**src/sv/indexed_min_heap_decrease_key_top_assert.svh**
```systemverilog
// Assertion macros shared by the heap control logic.
`ifndef INDEXED_MIN_HEAP_DECREASE_KEY_TOP_ASSERT_SVH
`define INDEXED_MIN_HEAP_DECREASE_KEY_TOP_ASSERT_SVH

// Property checked at every clock edge outside reset.
`define IMH_ASSERT(lbl, prop, msg) \
  lbl: assert property (@(posedge clk_i) disable iff (!rst_ni) (prop)) else $error(msg);

// Condition in one cycle implies a consequence in the next.
`define IMH_ASSERT_NEXT(lbl, ante, cons, msg) \
  lbl: assert property (@(posedge clk_i) disable iff (!rst_ni) (ante) |=> (cons)) \
    else $error(msg);

`endif

```
**src/sv/imhdk_pos_mem.sv**
```systemverilog
// ----------------------------------------------------------------------------
// imhdk_pos_mem
// Node to heap slot map: one write port, one registered read port.
// ----------------------------------------------------------------------------
module imhdk_pos_mem #(
  parameter int unsigned DEPTH = 256,
  parameter int unsigned AW    = 8,
  parameter int unsigned DW    = 8
) (
  input  logic          clk_i,
  input  logic          we_i,
  input  logic [AW-1:0] waddr_i,
  input  logic [DW-1:0] wdata_i,
  input  logic [AW-1:0] raddr_i,
  output logic [DW-1:0] rdata_o
);

  logic [DW-1:0] mem [DEPTH];

  always_ff @(posedge clk_i) begin
    if (we_i) begin
      mem[waddr_i] <= wdata_i;
    end
  end

  always_ff @(posedge clk_i) begin
    rdata_o <= mem[raddr_i];
  end

endmodule

```
**config.mk**
```make
export PLATFORM = sky130hd
export DESIGN_NAME = imhdk_pos_mem
export DESIGN_NICKNAME = d
export VERILOG_FILES = /design/src/sv/indexed_min_heap_decrease_key_top_assert.svh /design/src/sv/imhdk_pos_mem.sv
export SDC_FILE = /design/constraint.sdc
export NUM_CORES = 2
export LEC_CHECK = 0
export BUFFER_PORTS_ARGS = -buffer_cell sky130_fd_sc_hd__buf_2
export CORE_ASPECT_RATIO = 2
export CORE_MARGIN = 4
export CORE_UTILIZATION = 35
export DETAILED_ROUTE_END_ITERATION = 10
export PLACE_DENSITY = 0.5
export SYNTH_ARGS = -nofsm -noshare
export SYNTH_HDL_FRONTEND = slang
export SYNTH_SLANG_ARGS = --single-unit
export TNS_END_PERCENT = 100
```
**constraint.sdc**
```tcl
create_clock -name clk_i -period 2.1 [get_ports clk_i]
set_input_delay 0.105 -clock clk_i [delete_from_list [all_inputs] [get_ports clk_i]]
set_output_delay 0.105 -clock clk_i [all_outputs]
set_load 0.1 [all_outputs]
```
* Word level (Yosys, flattened, before mapping)
Memory sizes are Yosys's and may differ from the RTL's. A register that Yosys moved wholly into a read port is not among the register bits.
Index checks and enable logic that the tools add are counted.
** Word-level totals
- Register bits :: 0
- Memories kept :: 1
- Logic and storage cells :: 3
- Bits in writable memories :: 2048
- Input bits :: 26
- Output and inout port bits :: 8
** Memories
- mem :: words 256, width 8, rd ports 1, clocked after memory_dff 1, wr ports 1, line imhdk_pos_mem.sv:18 : logic [DW-1:0] mem [DEPTH];
** Operators by class
- Muxes and demuxes :: 2
** Operators by type and width (count)
- $mux 1 :: 2

* Logic depth before layout (Yosys ltp)
- Depth in word-level cells :: 2
- Depth in mapped cells :: 11
- Gate-level depth less buffers :: 6

* Least setup slack after synthesis
OpenSTA, ideal clock, no wires.
- Path type :: input -> register
- Start :: input raddr_i[0]
- End :: register rdata_o[2], read port of mem
- Data arrival time :: 1912 ps
- Setup slack :: 57 ps
- Library setup time :: 131 ps
- Cell stages on the path :: 9
- Buffers on the path :: 4
- Data required time :: 1969 ps
- Path through :: buf_6 > buf_12 > buf_8 > buf_2 > mux4_2 > a22oi_1 > a21oi_1 > nor4_1 > nor4_2
** RTL lines
- start: declaration :: line imhdk_pos_mem.sv:14 : input logic [AW-1:0] raddr_i,
- end: declaration :: line imhdk_pos_mem.sv:15 : output logic [DW-1:0] rdata_o

==> results.yml <==
timing:
  setup_viol: 8
  grt_setup_unrepaired: "yes"
  finalCritPeriodShare: 1.121
  fin_crit_ns: 2.354
  hold_violations: 0
  max_slew_margin: 0.4709
  tightest_slew_ns: 0.7936
  clock.fmax_mhz: 424.8
  fin_ws_ns: -0.2542
  maxSlewViolCount: 0
  skew_ns: 0.03515
floorplanning:
  start_util: 0.3517
  ios: 34
  dieArea_um2: 235500
  rows: 247
  die_h_um: 682.2
  die_w_um: 345.1
  core-area_um2: 226200
clocking:
  cts.reportedPaths.clkPinSlew_ns: 0.07
  cts_tree: "yes"
  cts_setup_buffers: 0
  cts_root_buf: "clkbuf_16"
  clockBufferDepth: 4
  htreeDepth: 4
  cts.sinks: 2056
  clk_latency_ns: 0.83
  cts_buffers: 180
grt:
  grt_overflow: 0
  grt_pass1_wl_um: 329100
  busiest_layer: "met2"
  grt_usage: 0.1956
  grt_pass1_vias: 43190
  antenna_found_initial: 12
  grtUsageMet3: 0.02201
  use_met2: 0.3860
  grt_max_degree: 99
  globalRouteMet1Util: 0.2094
placed_design:
  dpl.hpwl_um: 162900
  place_inst: 7317
  portBuffers: 33
  place_congestion: 0.8397
cells_and_area:
  fin_util: 0.4232
  drive_above_1_share: 0.3467
  nets: 4549
  syn2layout_area_growth_pct: 20.35
  fin_cells: 7646
logic_synthesis:
  synth_top_family_by_area: "multiplexers"
  yosysWarnings: 0
  synth_ff_type: "edfxtp_1"
  synth-seq-cells: 2056
  syn_nets: 3759
  yosysUniqueCellTypes: 55
  synth_edf_count: 2048
  synth-simple-area-share: 0.02628
  synthXorXnorAreaFrac: 0
  synth-compound-area-share: 0.03419
  synth-adder-area-share: 0
  syn_inst: 3733
  yosys-mux-area-fraction: 0.1462
  synthesis.area_um2: 79560
  syn_area_per_cell_um2: 21.31
  yosysSeqAreaShare: 0.7750
  synthArstFlopShare: 0
critical_path:
  crit_fanout: 1
  cp.required_ns: 2.80
  cp-start-kind: "register"
  end_kind: "register"
  critPathArrivalTime_ns: 3.05
  rrSetupSlack_ns: -0.25
  worst-r2r-cell-count: 6
  criticalPathCategory: "register to register"
drt:
  drt_iter0_drc: 3500
  drt_wl_total_um: 233000
  post_drt_wl_per_cell_um: 30.48
  firstDrtPassIters: 5
  ant_nets: 0
  drc: 0
  vias_per_cell: 5.266
  num_vias: 40270
power_and_ir_drop:
  ir_drop_mv: 0.5745
  powerDensity_nw_per_um2: 875.6
  p_leak_uw: 0.03080
run_status:
  violations: "negative setup slack"
  outcome: "finished, violations left"
min_path:
  min_path_type: "input port to register"
  hold_depth: 4
job:
  max-cap-violations: 0
## cell type report
type,instances,area [µm²]
diodes,6,15.01
inverters,2,7.507
well taps,2988,3739
multi-input cells,1442,17000
fillers,19820,130500
clock inverters,81,769.5
repair buffers,841,7650
clock buffers,230,4910
flip-flops and latches,2056,61660
## registers in the layout, summed over array words and instances, names as in the netlist
register	count
rdata_o	8
mem	2048
## final timing paths
check,startpoint,to
worst min register to register,mem[212][2],rdata_o[2]
worst max-delay path,mem[68][2],rdata_o[2]
worst min-delay path,waddr_i[3],mem[157][6]
worst max register to register,mem[68][2],rdata_o[2]
## kinds of logic after synthesis
group,Yosys count
flip-flops,2056
AND/OR/NAND/NOR,466
buffers and inverters,235
multiplexers,591
AO/OA/AOI/OAI,385
## where the power goes
part	switching, µW	internal (µW)
combinational	3410	2170
sequential	67.2	45200
clock	14800	18200
total	18200	65600
## synthesized netlist by cell type (13+ instances only)
| library cell | number | area [µm²] |
|---|---|---|
| mux4_2 | 454 | 10220 |
| nor2b_1 | 31 | 193.9 |
| clkbuf_1 | 111 | 416.7 |
| nor4_1 | 24 | 150.1 |
| o22ai_1 | 28 | 175.2 |
| mux2i_1 | 134 | 1341 |
| buf_6 | 21 | 236.5 |
| a211oi_1 | 16 | 120.1 |
| edfxtp_1 | 2048 | 61500 |
| a221oi_1 | 13 | 113.9 |
| nor3_1 | 22 | 110.1 |
| buf_1 | 22 | 82.58 |
| buf_2 | 31 | 155.2 |
| nand2_1 | 33 | 123.9 |
| a21oi_1 | 96 | 480.5 |
| o221ai_1 | 46 | 402.9 |
| buf_4 | 27 | 202.7 |
| a22oi_1 | 133 | 998.5 |
| nand3_1 | 34 | 170.2 |
| nor2_1 | 282 | 1059 |
| buf_8 | 13 | 195.2 |
## stage by stage
stage	power, µW	hold WS (ns)	setup TNS, ns	area (µm²)	worst slack [ns]
6_report	83840	0.05997	-1.048	95750	-0.2542
5_1_grt	86390	0.08067	-1.410	95740	-0.2786
4_1_cts	84710	0.01099	-1.577	95610	-0.3128
3_5_place_dp	51670	0.4840	-10.82	89450	-1.702
3_3_place_gp	51640	0.4878	-10.88	89450	-1.731
2_1_floorplan	48560	0.2039	0	79560	0.05706
## metal layers
metal  vias up  wire, µm  part of all wire
met5         -        36           0.00015
met4         6     11190             0.048
met3       362      8284             0.036
met2       944    132800              0.57
met1     21740     80710              0.35
li1      17220         -                 -
## placed cells by master, fill, tap and decap left out, drive strengths merged, types with 10 or more instances in the layout
cell | synthesis | routed
edfxtp | 2048 | 2048
buf | 122 | 827
mux4 | 456 | 456
nor2 | 282 | 282
clkbuf | 111 | 230
mux2i | 134 | 134
a22oi | 133 | 133
a21oi | 96 | 96
clkinv | 1 | 56
o221ai | 47 | 47
nand3 | 34 | 34
nand2 | 33 | 33
nor2b | 31 | 31
o22ai | 28 | 28
nor4 | 27 | 27
nor3 | 22 | 22
a211oi | 16 | 16
bufinv | 0 | 14
dlygate4sd3 | 0 | 14
a221oi | 14 | 14
o21ai | 12 | 12
nand4 | 10 | 10
o211ai | 10 | 10
clkinvlp | 0 | 10
## what timing repair did
| action | 4_1_cts | 5_1_grt |
|---|---|---|
| resized for setup | 57 | 24 |
| endpoints found under the setup margin | 8 | 8 |
| endpoints found under the hold margin | 1614 | 0 |
| pin swaps | 21 | 12 |
| hold buffers | 14 | 0 |
## worst max-delay path, stage by stage (launching register included)
cell and delay (ns):
edfxtp_1 0.38, mux4_2 0.53, mux4_2 0.52, nor2b_4 0.16
nor4_4 0.38, buf_4 0.20, nor4_2 0.03
No activity file was read; power rests on OpenSTA's default activity.
