### src/sv/indexed_min_heap_decrease_key_top_assert.svh
// Assertion macros shared by the heap control logic.
`ifndef INDEXED_MIN_HEAP_DECREASE_KEY_TOP_ASSERT_SVH
`define INDEXED_MIN_HEAP_DECREASE_KEY_TOP_ASSERT_SVH

// Property checked at every clock edge outside reset.
`define IMH_ASSERT(lbl, prop, msg) \
  lbl: assert property (@(posedge clk_i) disable iff (!rst_ni) (prop)) else $error(msg);

// Condition in one cycle implies a consequence in the next.
`define IMH_ASSERT_NEXT(lbl, ante, cons, msg) \
  lbl: assert property (@(posedge clk_i) disable iff (!rst_ni) (ante) |=> (cons)) \
    else $error(msg);

`endif

### src/sv/imhdk_pkg.sv
// ----------------------------------------------------------------------------
// imhdk_pkg
// Types, codes and defaults of the indexed min-heap with decrease-key.
// ----------------------------------------------------------------------------
package imhdk_pkg;

  localparam int unsigned NodesDef      = 256;
  localparam int unsigned WeightBitsDef = 32;

  localparam logic CMD_ADD  = 1'b0;
  localparam logic CMD_POLL = 1'b1;

  typedef enum logic [2:0] {
    ST_INSERTED  = 3'd0,
    ST_DECREASED = 3'd1,
    ST_IGNORED   = 3'd2,
    ST_POLLED    = 3'd3,
    ST_EMPTY     = 3'd4
  } status_e;

  typedef enum logic [2:0] {
    S_IDLE,
    S_POS_WAIT,
    S_KEY_WAIT,
    S_UP,
    S_POLL_CMP,
    S_DOWN,
    S_DONE
  } state_e;

  typedef struct packed {
    status_e            status;
    logic signed [31:0] popped_weight;
    logic [7:0]         popped_node;
    logic [8:0]         entry_count;
  } res_t;

endpackage

### src/sv/imhdk_ctrl.sv
// ----------------------------------------------------------------------------
// imhdk_ctrl
// Command sequencer: insert, decrease-key, poll, sift up and sift down over
// the slot and position memories. The moving entry is held in a register and
// written once at its final slot.
// ----------------------------------------------------------------------------
`include "indexed_min_heap_decrease_key_top_assert.svh"

module imhdk_ctrl #(
  parameter int unsigned NODES       = imhdk_pkg::NodesDef,
  parameter int unsigned WEIGHT_BITS = imhdk_pkg::WeightBitsDef,
  localparam int unsigned IW = $clog2(NODES),
  localparam int unsigned SW = $clog2(NODES + 1),
  localparam int unsigned PN = (NODES < 256) ? NODES : 256,
  localparam int unsigned PW = $clog2(PN),
  localparam int unsigned DW = WEIGHT_BITS + 8
) (
  input  logic                  clk_i,
  input  logic                  rst_ni,
  input  logic                  in_valid_i,
  output logic                  in_ready_o,
  input  logic                  cmd_i,
  input  logic [7:0]            node_id_i,
  input  logic signed [31:0]    key_weight_i,
  output logic                  res_valid_o,
  input  logic                  res_ready_i,
  output imhdk_pkg::res_t       res_o,
  output logic                  heap_we_o,
  output logic [IW-1:0]         heap_waddr_o,
  output logic [DW-1:0]         heap_wdata_o,
  output logic [IW-1:0]         heap_raddr_a_o,
  input  logic [DW-1:0]         heap_rdata_a_i,
  output logic [IW-1:0]         heap_raddr_b_o,
  input  logic [DW-1:0]         heap_rdata_b_i,
  output logic                  pos_we_o,
  output logic [PW-1:0]         pos_waddr_o,
  output logic [IW-1:0]         pos_wdata_o,
  output logic [PW-1:0]         pos_raddr_o,
  input  logic [IW-1:0]         pos_rdata_i
);

  localparam int unsigned CW = IW + 2;

  imhdk_pkg::state_e state_q, state_d;
  logic [SW-1:0]     size_q, size_d;
  logic [IW-1:0]     idx_q, idx_d;
  logic signed [WEIGHT_BITS-1:0] mw_q, mw_d;
  logic [7:0]        mn_q, mn_d;
  logic [PN-1:0]     present_q, present_d;
  imhdk_pkg::res_t   res_q, res_d;

  logic signed [WEIGHT_BITS-1:0] a_w, b_w;
  logic [7:0]        a_n, b_n;
  logic [IW-1:0]     parent;
  logic [CW-1:0]     lchild, rchild, best;
  logic              l_ok, r_ok, take_l, take_r;
  logic signed [WEIGHT_BITS-1:0] best_w;
  logic              in_range, ins_acc;

  assign a_w = heap_rdata_a_i[WEIGHT_BITS-1:0];
  assign a_n = heap_rdata_a_i[DW-1:WEIGHT_BITS];
  assign b_w = heap_rdata_b_i[WEIGHT_BITS-1:0];
  assign b_n = heap_rdata_b_i[DW-1:WEIGHT_BITS];

  assign parent = IW'((idx_q - 1'b1) >> 1);
  assign lchild = {1'b0, idx_q, 1'b1};
  assign rchild = lchild + 1'b1;
  assign l_ok   = 32'(lchild) < 32'(size_q);
  assign r_ok   = 32'(rchild) < 32'(size_q);

  // Left child first, strict compares on both.
  always_comb begin
    take_l = l_ok && (a_w < mw_q);
    best_w = take_l ? a_w : mw_q;
    take_r = r_ok && (b_w < best_w);
    best   = take_r ? rchild : lchild;
  end

  assign in_range = 32'(node_id_i) < 32'(NODES);
  assign ins_acc  = (state_q == imhdk_pkg::S_IDLE) && in_valid_i &&
                    (cmd_i == imhdk_pkg::CMD_ADD) && in_range &&
                    !present_q[node_id_i[PW-1:0]];

  assign in_ready_o  = (state_q == imhdk_pkg::S_IDLE);
  assign res_valid_o = (state_q == imhdk_pkg::S_DONE);
  assign res_o       = res_q;

  always_comb begin
    state_d        = state_q;
    size_d         = size_q;
    idx_d          = idx_q;
    mw_d           = mw_q;
    mn_d           = mn_q;
    present_d      = present_q;
    res_d          = res_q;
    heap_we_o      = 1'b0;
    heap_waddr_o   = idx_q;
    heap_wdata_o   = {mn_q, mw_q};
    heap_raddr_a_o = '0;
    heap_raddr_b_o = '0;
    pos_we_o       = 1'b0;
    pos_waddr_o    = mn_q[PW-1:0];
    pos_wdata_o    = idx_q;
    pos_raddr_o    = node_id_i[PW-1:0];

    unique case (state_q)
      imhdk_pkg::S_IDLE: begin
        if (cmd_i == imhdk_pkg::CMD_POLL) begin
          heap_raddr_a_o = '0;
          heap_raddr_b_o = IW'(size_q - 1'b1);
        end else begin
          heap_raddr_a_o = IW'((size_q - 1'b1) >> 1);
        end
        if (in_valid_i) begin
          mw_d = key_weight_i[WEIGHT_BITS-1:0];
          mn_d = node_id_i;
          res_d.popped_weight = '0;
          res_d.popped_node   = '0;
          res_d.entry_count   = 9'(size_q);
          if (cmd_i == imhdk_pkg::CMD_POLL) begin
            if (size_q == '0) begin
              res_d.status = imhdk_pkg::ST_EMPTY;
              state_d      = imhdk_pkg::S_DONE;
            end else begin
              state_d = imhdk_pkg::S_POLL_CMP;
            end
          end else if (!in_range) begin
            res_d.status = imhdk_pkg::ST_IGNORED;
            state_d      = imhdk_pkg::S_DONE;
          end else if (!present_q[node_id_i[PW-1:0]]) begin
            present_d[node_id_i[PW-1:0]] = 1'b1;
            size_d             = SW'(size_q + 1'b1);
            idx_d              = IW'(size_q);
            res_d.status       = imhdk_pkg::ST_INSERTED;
            res_d.entry_count  = 9'(size_q + 1'b1);
            state_d            = imhdk_pkg::S_UP;
          end else begin
            res_d.status = imhdk_pkg::ST_DECREASED;
            state_d      = imhdk_pkg::S_POS_WAIT;
          end
        end
      end

      imhdk_pkg::S_POS_WAIT: begin
        heap_raddr_a_o = pos_rdata_i;
        idx_d          = pos_rdata_i;
        state_d        = imhdk_pkg::S_KEY_WAIT;
      end

      imhdk_pkg::S_KEY_WAIT: begin
        heap_raddr_a_o = parent;
        if (mw_q < a_w) begin
          state_d = imhdk_pkg::S_UP;
        end else begin
          res_d.status = imhdk_pkg::ST_IGNORED;
          state_d      = imhdk_pkg::S_DONE;
        end
      end

      // Read data holds the parent of idx_q; one level per cycle.
      imhdk_pkg::S_UP: begin
        heap_we_o = 1'b1;
        pos_we_o  = 1'b1;
        if (idx_q == '0 || !(a_w > mw_q)) begin
          state_d = imhdk_pkg::S_DONE;
        end else begin
          heap_wdata_o   = heap_rdata_a_i;
          pos_waddr_o    = a_n[PW-1:0];
          idx_d          = parent;
          heap_raddr_a_o = IW'((parent - 1'b1) >> 1);
        end
      end

      imhdk_pkg::S_POLL_CMP: begin
        res_d.status        = imhdk_pkg::ST_POLLED;
        res_d.popped_weight = 32'(a_w);
        res_d.popped_node   = a_n;
        res_d.entry_count   = 9'(size_q - 1'b1);
        present_d[a_n[PW-1:0]] = 1'b0;
        size_d = SW'(size_q - 1'b1);
        if (size_q == SW'(1)) begin
          state_d = imhdk_pkg::S_DONE;
        end else begin
          mw_d           = b_w;
          mn_d           = b_n;
          idx_d          = '0;
          heap_raddr_a_o = IW'(1);
          heap_raddr_b_o = IW'(2);
          state_d        = imhdk_pkg::S_DOWN;
        end
      end

      // Read ports hold the left and right child of idx_q.
      imhdk_pkg::S_DOWN: begin
        heap_we_o = 1'b1;
        pos_we_o  = 1'b1;
        if (!take_l && !take_r) begin
          state_d = imhdk_pkg::S_DONE;
        end else begin
          heap_wdata_o   = take_r ? heap_rdata_b_i : heap_rdata_a_i;
          pos_waddr_o    = take_r ? b_n[PW-1:0] : a_n[PW-1:0];
          idx_d          = IW'(best);
          heap_raddr_a_o = IW'({best, 1'b1});
          heap_raddr_b_o = IW'({best, 1'b1} + 1'b1);
        end
      end

      imhdk_pkg::S_DONE: begin
        if (res_ready_i) begin
          state_d = imhdk_pkg::S_IDLE;
        end
      end

      default: state_d = imhdk_pkg::S_IDLE;
    endcase
  end

  always_ff @(posedge clk_i or negedge rst_ni) begin
    if (!rst_ni) begin
      state_q   <= imhdk_pkg::S_IDLE;
      size_q    <= '0;
      present_q <= '0;
    end else begin
      state_q   <= state_d;
      size_q    <= size_d;
      present_q <= present_d;
    end
  end

  always_ff @(posedge clk_i) begin
    idx_q <= idx_d;
    mw_q  <= mw_d;
    mn_q  <= mn_d;
    res_q <= res_d;
  end

  `IMH_ASSERT(a_size_cap, 32'(size_q) <= 32'(PN), "heap size beyond capacity")
  `IMH_ASSERT_NEXT(a_ins_grow, ins_acc, size_q == SW'($past(size_q) + 1'b1), "insert lost")
  `IMH_ASSERT(a_idle_no_wr, (state_q == imhdk_pkg::S_IDLE) |-> (!heap_we_o && !pos_we_o),
              "memory write while idle")

endmodule

### config.mk
export PLATFORM = sky130hd
export DESIGN_NAME = imhdk_ctrl
export DESIGN_NICKNAME = d
export VERILOG_FILES = /design/src/sv/imhdk_pkg.sv /design/src/sv/imhdk_ctrl.sv
export VERILOG_INCLUDE_DIRS = /design/src /design/src/sv
export SDC_FILE = /design/constraint.sdc
export NUM_CORES = 1
export LEC_CHECK = 0
export BUFFER_PORTS_ARGS = -buffer_cell sky130_fd_sc_hd__buf_2
export CAP_MARGIN = 20
export CORE_ASPECT_RATIO = 0.6
export CORE_MARGIN = 2
export CORE_UTILIZATION = 50
export CTS_CLUSTER_DIAMETER = 150
export CTS_CLUSTER_SIZE = 14
export DETAILED_ROUTE_END_ITERATION = 6
export GPL_TIMING_DRIVEN = 1
export PLACE_DENSITY = 0.71
export SETUP_SLACK_MARGIN = 0.05
export SYNTH_ARGS = -nofsm -noshare
export SYNTH_HDL_FRONTEND = slang
export SYNTH_SLANG_ARGS = --single-unit
### constraint.sdc
create_clock -name clk_i -period 17 [get_ports clk_i]
set_input_delay 1.7 -clock clk_i [delete_from_list [all_inputs] [get_ports clk_i]]
set_output_delay 1.7 -clock clk_i [all_outputs]
set_load 0.01 [all_outputs]
# After elaboration in Yosys (flattened, before gate mapping)
# Cells that the tools add are included.
[classes] addsub=6 n_lt_le_gt_ge=10 eq_ne=18 muxes=64 n_reduce_logical=22 n_bitwise=3
[ops] op="256-bit 2-to-1 mux" n=3
[ops] op="256-bit one-hot mux with 2 select lines" n=1
[ops] op="256-bit bitwise AND" n=1
[ops] op="256-bit inverter" n=1
[ops] op="256-bit OR" n=1
[ops] op="8-bit 2-to-1 mux" n=16
[ops] op="40-bit 2-to-1 mux" n=3
[ops] op="49-bit one-hot mux with 2 select lines" n=1
[ops] op="32-bit < comparator" n=3
[ops] op="32-bit 2-to-1 mux" n=3
[ops] op="40-bit one-hot mux with 2 select lines" n=1
[ops] op="32-bit one-hot mux with 2 select lines" n=1
[ops] op="52-bit 2-to-1 mux" n=1
[ops] op="8-bit one-hot mux with 6 select lines" n=1
[ops] op="8-bit one-hot mux with 5 select lines" n=1
[ops] op="32-bit > comparator" n=1
[ops] op="8-bit one-hot mux with 2 select lines" n=2
[ops] op="3-bit 2-to-1 mux" n=9
[ops] op="9-bit 2-to-1 mux" n=3
[ops] op="8-bit one-hot mux with 3 select lines" n=1
[ops] op="3-bit one-hot mux with 7 select lines" n=1
[ops] op="8-bit by 9-bit < comparator with 1-bit output, second input constant" n=2
[ops] op="2-bit != test, second input constant" n=9
[ops] op="9-bit one-hot mux with 2 select lines" n=1
[ops] op="35 further kinds" n=56
[word_totals] output_inout_bits=144 ff_bits=368

# Logic depth before layout (Yosys ltp)
# Gate-level depths: netlist (run 1).
[depth] word_depth=9 mapped_depth=26

# Worst setup path before layout (run 1)
# Ideal clock, no wire load.
[synth_path] kind="input-to-output" from="input heap_rdata_a_i[14]" to="output heap_raddr_b_o[4]" path_slack_ns=7.309 t_required_ns=15.300 path_stages=24 arrival_ns=7.991 path_cell_list="ha_1 -> a21oi_1 -> nand2_1 -> a221o_1 -> o31a_1 -> o21a_1 -> or2_2 -> nor2_1 -> buf_1 -> buf_1 -> mux2i_1 -> ha_1 -> or3_1 -> a221oi_1 -> o21ai_0 -> a311oi_1 -> a21oi_1 -> a211o_1 -> or4_1 -> nand2_1 -> clkinv_1 -> ha_1 -> or4_1 -> a31o_2"
[synth_between] elab_chain_cells=9 elab_cells_between_ends=12 classes_between="add/sub (1); order compare (2); mux (4); reduce/logical (5)"
[synth_rtl] element="start, declared" line="imhdk_ctrl.sv:32" source="input logic [DW-1:0] heap_rdata_a_i,"
[synth_rtl] element="32-bit < comparator" line="imhdk_ctrl.sv:73" source="take_l = l_ok && (a_w < mw_q);"
[synth_rtl] element="1-bit logical AND" line="imhdk_ctrl.sv:73"
[synth_rtl] element="32-bit 2-to-1 mux" line="imhdk_ctrl.sv:74" source="best_w = take_l ? a_w : mw_q;"
[synth_rtl] element="32-bit < comparator" line="imhdk_ctrl.sv:75" source="take_r = r_ok && (b_w < best_w);"
[synth_rtl] element="1-bit logical AND" line="imhdk_ctrl.sv:75"
[synth_rtl] element="8-bit 2-to-1 mux or 1-bit zero test (tied branches)" line="imhdk_ctrl.sv:76, imhdk_ctrl.sv:197"
[synth_rtl] element="8-bit by 1-bit adder with 8-bit output or 1-bit logical AND (tied branches)" line="imhdk_ctrl.sv:204, imhdk_ctrl.sv:197"
[synth_rtl] element="8-bit 2-to-1 mux (*)" line="imhdk_ctrl.sv:197" source="if (!take_l && !take_r) begin"
[synth_rtl] element="8-bit one-hot mux with 3 select lines (*)" line="imhdk_ctrl.sv:106" source="unique case (state_q)"
[synth_rtl] element="end, declared" line="imhdk_ctrl.sv:33" source="output logic [IW-1:0] heap_raddr_b_o,"
# Every way passes the cells marked *; elsewhere a longest branch is shown, timed or not.

# Worst setup path in the final report (run 1)
[layout_path] from="input heap_rdata_a_i[31]" to="output pos_waddr_o[6]"
[layout_between] elab_chain_cells=9 elab_cells_between_ends=15 classes_between="order compare (3); mux (5); reduce/logical (7)"
[layout_rtl] element="32-bit < comparator" line="imhdk_ctrl.sv:73"
[layout_rtl] element="1-bit logical AND" line="imhdk_ctrl.sv:73"
[layout_rtl] element="32-bit 2-to-1 mux" line="imhdk_ctrl.sv:74"
[layout_rtl] element="32-bit < comparator" line="imhdk_ctrl.sv:75"
[layout_rtl] element="1-bit logical AND" line="imhdk_ctrl.sv:75"
[layout_rtl] element="1-bit zero test" line="imhdk_ctrl.sv:197"
[layout_rtl] element="1-bit logical AND" line="imhdk_ctrl.sv:197"
[layout_rtl] element="8-bit 2-to-1 mux" line="imhdk_ctrl.sv:197"
[layout_rtl] element="8-bit one-hot mux with 2 select lines (*)" line="imhdk_ctrl.sv:106"
[layout_rtl] element="end, declared" line="imhdk_ctrl.sv:36" source="output logic [PW-1:0] pos_waddr_o,"
# Marks and branches as above.

==> results of run 1 <==
layout by cell type, fill, tap and decap left out, types with 7 or more instances in the layout:
| master | netlist | routed |
|---|---|---|
| clkbuf_16 | 0 | 31 |
| buf_2 | 9 | 275 |
| nor4_1 | 7 | 7 |
| or3_1 | 10 | 10 |
| o21ai_0 | 551 | 551 |
| nor2b_1 | 16 | 15 |
| nor2_1 | 98 | 95 |
| a21oi_1 | 75 | 75 |
| a22oi_1 | 36 | 36 |
| xnor2_1 | 33 | 33 |
| dfrtp_1 | 268 | 268 |
| buf_4 | 25 | 20 |
| ha_1 | 88 | 88 |
| o21a_1 | 16 | 16 |
| nand3_1 | 54 | 54 |
| nand4_1 | 17 | 17 |
| xor2_1 | 12 | 12 |
| nand2b_1 | 8 | 8 |
| nand2_1 | 219 | 216 |
| a221o_1 | 13 | 13 |
| o21ai_1 | 23 | 22 |
| a21o_1 | 10 | 10 |
| inv_1 | 53 | 52 |
| clkbuf_1 | 133 | 12 |
| nor3_1 | 28 | 27 |
| edfxtp_1 | 100 | 100 |
| and3_1 | 44 | 44 |
| mux4_2 | 84 | 84 |
| mux2i_1 | 36 | 36 |
where the power goes:
group,internal [W],leakage [nW],switching (W)
clock network,0.000331,0.402,0.000331
logic,0.000728,5.42,0.00145
registers,0.00113,4.66,0.000127
total,0.00219,10.5,0.00190
metal layers:
| layer | wire, um | global-route usage (%) | up-vias | part of all wire, % |
|---|---|---|---|---|
| li1 | - | - | 8320 | - |
| met1 | 32970 | 51.73 | 9689 | 41 |
| met2 | 32720 | 47.47 | 1449 | 41 |
| met3 | 11630 | 13.30 | 231 | 14 |
| met4 | 3259 | 13.41 | 6 | 4.0 |
| met5 | 30 | 0 | - | 0.037 |
sequential cells by signal, summed over array words and instances, names as in the netlist:
signal / count
present_q: 256
res_o: 52
mw_q: 32
size_q: 9
heap_waddr_o: 8
mn_q: 8
state_q: 3
critical path, delay by kind of cell:
family                     cells  cell delay [ns]
and+or+nand+nor                9             3.23
muxes                          1             0.20
adders and majority gates      2             0.69
buffers and inverters          4             1.45
AOI/OAI and AO/OA              8             2.24
kinds of logic (layout without fill, tap and decap cells):
family	after synthesis	count (layout)	synth area share [%]
AND/OR/NAND/NOR	521	521	11.24
flip-flops	368	368	45.40
buffers and inverters	246	406	5.020
AO/OA/AOI/OAI	795	795	20.71
multiplexers	122	122	10.64
adder cells (fa/ha/maj)	88	88	5.149
XOR/XNOR	45	45	1.843
other	0	5	0
metrics by stage:
stage	hold slack [ns]	total power (W)	util, %	instance area, um^2	setup WS [ns]
5_1_grt	0.5304	0.004301	56.79	23860	5.487
6_report	0.5060	0.004096	56.80	23870	5.716
4_1_cts	0.5076	0.004016	56.36	23680	6.050
2_1_floorplan	0.4600	0.002595	-	21380	7.309
3_5_place_dp	0.4930	0.003358	54.38	22850	6.080
3_3_place_gp	0.4809	0.003326	54.33	22830	6.162
layout make-up:
cell class              instances  area, um^2  area share (%)
well taps                     570       713.2           2.988
multi-input cells            1571       10660           44.65
repair buffers                305        1729           7.245
inverters                      57       214.0          0.8965
clock buffers                  43       820.8           3.439
flip-flops and latches        368        9709           40.68
clock inverters                 1       11.26         0.04718
diodes                          5       12.51         0.05243
worst paths after layout:
check                      slack [ns]               start  cells past startpoint              end
max reg2reg                      8.60            mw_q[31]                     23  heap_waddr_o[6]
max in group asynchronous       14.37              rst_ni                      4        size_q[2]
min reg2reg                      0.51      present_q[213]                      2   present_q[213]
max                              5.72  heap_rdata_a_i[31]                     24   pos_waddr_o[6]
min                              0.51      present_q[213]                      2   present_q[213]
min in group asynchronous        1.15              rst_ni                      1   present_q[250]
==> results.cfg, run 1 <==
[outcome]
status = completed

[detailed_routing]
post_drt_wl_per_cell_um = 27.60
drtIter0Drc = 3438
drt-total-wl_mm = 80.60
postRouteAntennaNets = 0
drc = 0
avgViaCountPerCell = 6.745
firstDrtPassIters = 7
via_count = 19700

[timing]
min_period_over_period_pct = 66.38
tightest_slew_ns = 1.159
setup_viol = 0
slew_viol_final = 0
hold_violations = 0
rsz0062_at_grt = false
finalCriticalPeriod_ns = 11.28
slew-limit-headroom_pct = 22.52
fmax_ghz = 0.08862
fin_tns_setup_ns = 0
finClkSkew_ns = 0.02167

[cts]
htreeDepth = 1
cts_resized = 0
cts_setup_buffers = 0
hold_buffers = 0
cts_buffer_depth = 3
cts_buffers = 30
clk_latency_ns = 0.60
clock_sinks = 368
cts_tree = yes
path_clk_slew_ns = 0.07
cts-root-buf = clkbuf_16

[worst_setup_path]
worstPathCellList = buf_2 > ha_1 > nand4_1 > nor4_1 > o31a_1 > nor3_1 > or2_2 > nor2_4 > buf_4 > mux2i_1 > ha_1 > or3_1 > a221oi_1 > o21ai_0 > a311oi_1 > a21oi_1 > a211o_1 > or4_1 > nand2_2 > buf_4 > nor2_1 > a21o_1 > a221o_1 > buf_2
crit_type = primary input to output port
slowest_delay_ns = 0.85
cp.required_ns = 15.30
start_kind = primary input
worstPathArrival_ns = 9.58
cp-end-kind = output port
cp_max_fo = 70
worst_path_max_delay_cell = nor4_1

[global_route]
grt_pass1_vias = 18550
grt_use_total_pct = 35.46
grt_overflow = 0
grt_pass1_wl_mm = 118.4
grt_max_degree = 107
antenna_found_initial = 6

[yosys]
synth_top_area_share_pct = 31.36
synth_top_area_cell = dfrtp_1
yosysSeqAreaShare_pct = 45.40
async_reset_ff_share_pct = 72.83
ys_ff_latch = 368
synthTopCellsByCount = o21ai_0 (551), dfrtp_1 (268), nand2_1 (219), clkbuf_1 (133), edfxtp_1 (100)
postSynthAreaPerCell_um2 = 9.787
synth.most_common_cell = o21ai_0
yosysUniqueCellTypes = 70
syn_nets = 2406
synth_warnings = 0
synth_edf_count = 100
syn-cell-area_um2 = 21380
ys.flop_type = dfrtp_1
synth.area.top_cells = dfrtp_1 (31%), edfxtp_1 (14%), o21ai_0 (13%)
synthCells = 2185

[die]
die_w_um = 271.0
rows = 58
ios = 277
start_util_pct = 50.89
placeableCoreArea_um2 = 42020
die_y_um = 164.2
dieArea_um2 = 44490

[placement]
dp_cells = 2864
hpwl_mm = 55.24
port_buffers = 276
routabilityCongestion = 0.9877

[final_layout]
nets = 2554
syn_to_final_growth_pct = 11.60
drive_gt1_share_pct = 18.76
layout.cells.non_filler = 2920
fill_cells = 3685

[power_and_ir_drop]
vdd_ir_drop_max_mv = 0.1149
power.leakage_nw = 10.49
p_per_area_nw_per_um2 = 171.6

[flow_run]
drv_cap = 0

[hold_path]
hold_class = register to register
Power figures use the tool's default switching activity.
==> run 2, diff against run 1 <==
--- a/config.mk
+++ b/config.mk
@@ -6,6 +6,7 @@
 export SDC_FILE = /design/constraint.sdc
 export NUM_CORES = 1
 export LEC_CHECK = 0
+export ABC_AREA = 1
 export BUFFER_PORTS_ARGS = -buffer_cell sky130_fd_sc_hd__buf_2
 export CAP_MARGIN = 20
 export CORE_ASPECT_RATIO = 0.6
@@ -15,7 +16,7 @@
 export CTS_CLUSTER_SIZE = 14
 export DETAILED_ROUTE_END_ITERATION = 6
 export GPL_TIMING_DRIVEN = 1
-export PLACE_DENSITY = 0.71
+export PLACE_DENSITY = 0.73
 export SETUP_SLACK_MARGIN = 0.05
 export SYNTH_ARGS = -nofsm -noshare
 export SYNTH_HDL_FRONTEND = slang
==> constraint.sdc (replaced) <==
create_clock -name clk_i -period 9.55 [get_ports clk_i]
set_input_delay 0.955 -clock clk_i [delete_from_list [all_inputs] [get_ports clk_i]]
set_output_delay 0.955 -clock clk_i [all_outputs]
set_load 0.01 [all_outputs]
==> results.cfg, run 2 <==
[outcome]
status = complete, but fails checks
violations = design-rule violations

[worst_setup_path]
worstPathArrival_ns = 7.63
startpoint = heap_rdata_a_i[31]
worst_path_max_delay_cell = clkinv_1
cp.required_ns = 8.60
r2r-start = mw_q[29]
cp-end-kind = output port
cp_top_family = compound AO/OA/AOI/OAI gates
crit_type = primary input to output port
slowest_delay_ns = 0.77
worstPathCellList = buf_2 > ha_1 > nand2_1 > nor2_1 > nand2_1 > inv_1 > a21oi_1 > nand3_2 > nand3_2 > clkinv_1 > o21bai_1 > ha_1 > a21oi_1 > nor2_1 > a211oi_1 > o221ai_1 > a21oi_1 > nand3_2 > nand3_4 > nand2_2 > inv_1 > nand2_1 > o2111ai_1 > buf_2
start_kind = primary input
cp_max_fo = 31
crit_buf_inv = 5

[placement]
port_buffers = 276
dp_cells = 3304
hpwl_mm = 61.02
routabilityCongestion = 1.009

[global_route]
grt_pass1_vias = 20990
grt_overflow = 0
antenna_found_initial = 6
grt_use_met3_pct = 10.96
grtUsageMet2_pct = 51.02
grt-busiest-layer = met1
grt_pass1_wl_mm = 131.9
grt_max_degree = 192
grt_use_total_pct = 36.45
grt.met1_usage_pct = 53.31

[die]
dieArea_um2 = 47680
start_util_pct = 50.94
ios = 277
die_w_um = 280.6
rows = 60
die_y_um = 169.9
placeableCoreArea_um2 = 45040

[final_layout]
regMostFlops = present_q
layout_commonest_cell = nand2_1
most-common-layout-cells = nand2_1 (350), o21ai_0 (336), buf_2 (275)
post-route-util_pct = 56.25
nets = 2973
layout.cells.non_filler = 3357
fill_cells = 4107
syn_to_final_growth_pct = 10.43
largest_register_ffs = 256
drive_gt1_share_pct = 19.48

[cts]
cts-root-buf = clkbuf_16
cts_buffer_depth = 3
cts_buffers = 30
path_clk_slew_ns = 0.07
clock_sinks = 368
cts_tree = yes
htreeDepth = 1
cts_setup_buffers = 0
clk_latency_ns = 0.62
cts_resized = 0
hold_buffers = 0

[hold_path]
hold_class = primary input to asynchronous set/reset pin

[yosys]
synth_warnings = 0
synthCells = 2618
yosysSeqAreaShare_pct = 42.31
async_reset_ff_share_pct = 72.83
postSynthAreaPerCell_um2 = 8.765
yosysUniqueCellTypes = 54
synth_top_area_share_pct = 29.23
ys_ff_latch = 368
synthTopCellsByCount = nand2_1 (350), o21ai_0 (337), dfrtp_1 (268), inv_1 (232), nor2_1 (183)
synth.most_common_cell = nand2_1
synth_edf_count = 100
synth.area.top_cells = dfrtp_1 (29%), edfxtp_1 (13%), o31ai_2 (8.6%)
syn_nets = 2839
synth_top_area_cell = dfrtp_1
ys.flop_type = dfrtp_1
syn-cell-area_um2 = 22950

[timing]
slew-limit-headroom_pct = 20.59
hold_violations = 0
finClkSkew_ns = 0.02732
finalCriticalPeriod_ns = 8.585
fmax_ghz = 0.1165
tightest_slew_ns = 1.188
rsz0062_at_grt = false
slew_viol_final = 0
setup_viol = 0
min_period_over_period_pct = 89.90
fin_tns_setup_ns = 0
timing.hold.ws_ns = 0.3307

[detailed_routing]
postRouteAntennaNets = 0
drt-total-wl_mm = 89.12
via_count = 22580
post_drt_wl_per_cell_um = 26.55
drc = 3
avgViaCountPerCell = 6.725
drtIter0Drc = 4051
firstDrtPassIters = 7

[power_and_ir_drop]
vdd_ir_drop_max_mv = 0.2433
power.total_w = 0.007590
power.leakage_nw = 11.02
p_per_area_nw_per_um2 = 299.5

[flow_run]
drv_cap = 0
==> run 2: cell count changes after synthesis, moves of 95 or more <==
| cell | previous run | this run |
|---|---|---|
| o31ai_1 | 3 | 98 |
| a22oi_1 | 36 | 160 |
| nand2_1 | 219 | 350 |
| o21ai_0 | 551 | 337 |
| inv_1 | 53 | 232 |
| o31ai_2 | 0 | 157 |
==> run 2: worst register-to-register path: stages, from the launching register on <==
cell and delay [ns]:
edfxtp_1 0.43, inv_1 0.07, ha_1 0.29, a21oi_1 0.25, o21a_1 0.14, nand2_1 0.09
a21oi_1 0.44, nand3_2 0.19, nand3_2 0.12, clkinv_1 0.77, o21bai_1 0.44, ha_1 0.29
a21oi_1 0.18, nor2_1 0.06, a211oi_1 0.29, o221ai_1 0.17, a21oi_1 0.38, nand2_1 0.12
nand2_2 0.15, nand3_4 0.23, nand2_2 0.70, inv_1 0.36, nand2_1 0.21, nand3_1 0.08
inv_1 0.30
==> run 2: final timing paths <==
check | to | slack, ns | depth (start not counted)
worst max-delay path | heap_wdata_o[36] | 0.96 | 24
worst min-delay path | state_q[2] | 0.33 | 1
worst max register to register | heap_waddr_o[5] | 2.49 | 24
worst min register to register | present_q[78] | 0.51 | 2
max in group asynchronous | present_q[86] | 7.66 | 2
min in group clk_i | present_q[78] | 0.51 | 2
==> run 2: final cells by class <==
type / count / area [um^2] / area share, %
Multi-Input combinational cell: 1801 / 11400 / 44.99
Sequential cell: 368 / 9709 / 38.32
Timing Repair Buffer: 305 / 1722 / 6.795
Inverter: 246 / 925.9 / 3.654
Clock buffer: 40 / 788.3 / 3.111
Tap cell: 589 / 737.0 / 2.908
Clock inverter: 2 / 41.29 / 0.1630
Antenna cell: 6 / 15.01 / 0.05926
==> run 2: per-stage QoR <==
stage / instance area, um^2 / setup WS (ns)
finish: 25340 / 0.9648
global route: 25340 / 0.6916
CTS: 25200 / 1.310
detailed placement: 24370 / 1.340
global placement: 24370 / 1.550
floorplan: 22950 / 3.615
==> run 2: layer usage <==
layer	wire (um)	part of all wire [%]	vias up
met4	3030	3.4	2
met1	38010	43	11110
met2	36290	41	1571
met5	13	0.015	-
li1	-	-	9656
met3	11770	13	241
==> run 2: cells by family after synthesis <==
group	count (synthesis)	synth area share, %
XOR/XNOR	21	0.8015
AND/OR/NAND/NOR	668	12.15
AO/OA/AOI/OAI	1024	31.68
adder cells (fa/ha/maj)	88	4.799
flip-flops	368	42.31
buffers and inverters	449	8.250
==> run 2: power by group <==
group	total, W	internal, W	leakage (nW)	switching [W]
Sequential	0.00235	0.00206	4.66	0.000289
Clock	0.00119	0.000575	0.399	0.000614
Combinational	0.00405	0.00117	5.96	0.00288
Total	0.00759	0.00380	11.0	0.00379
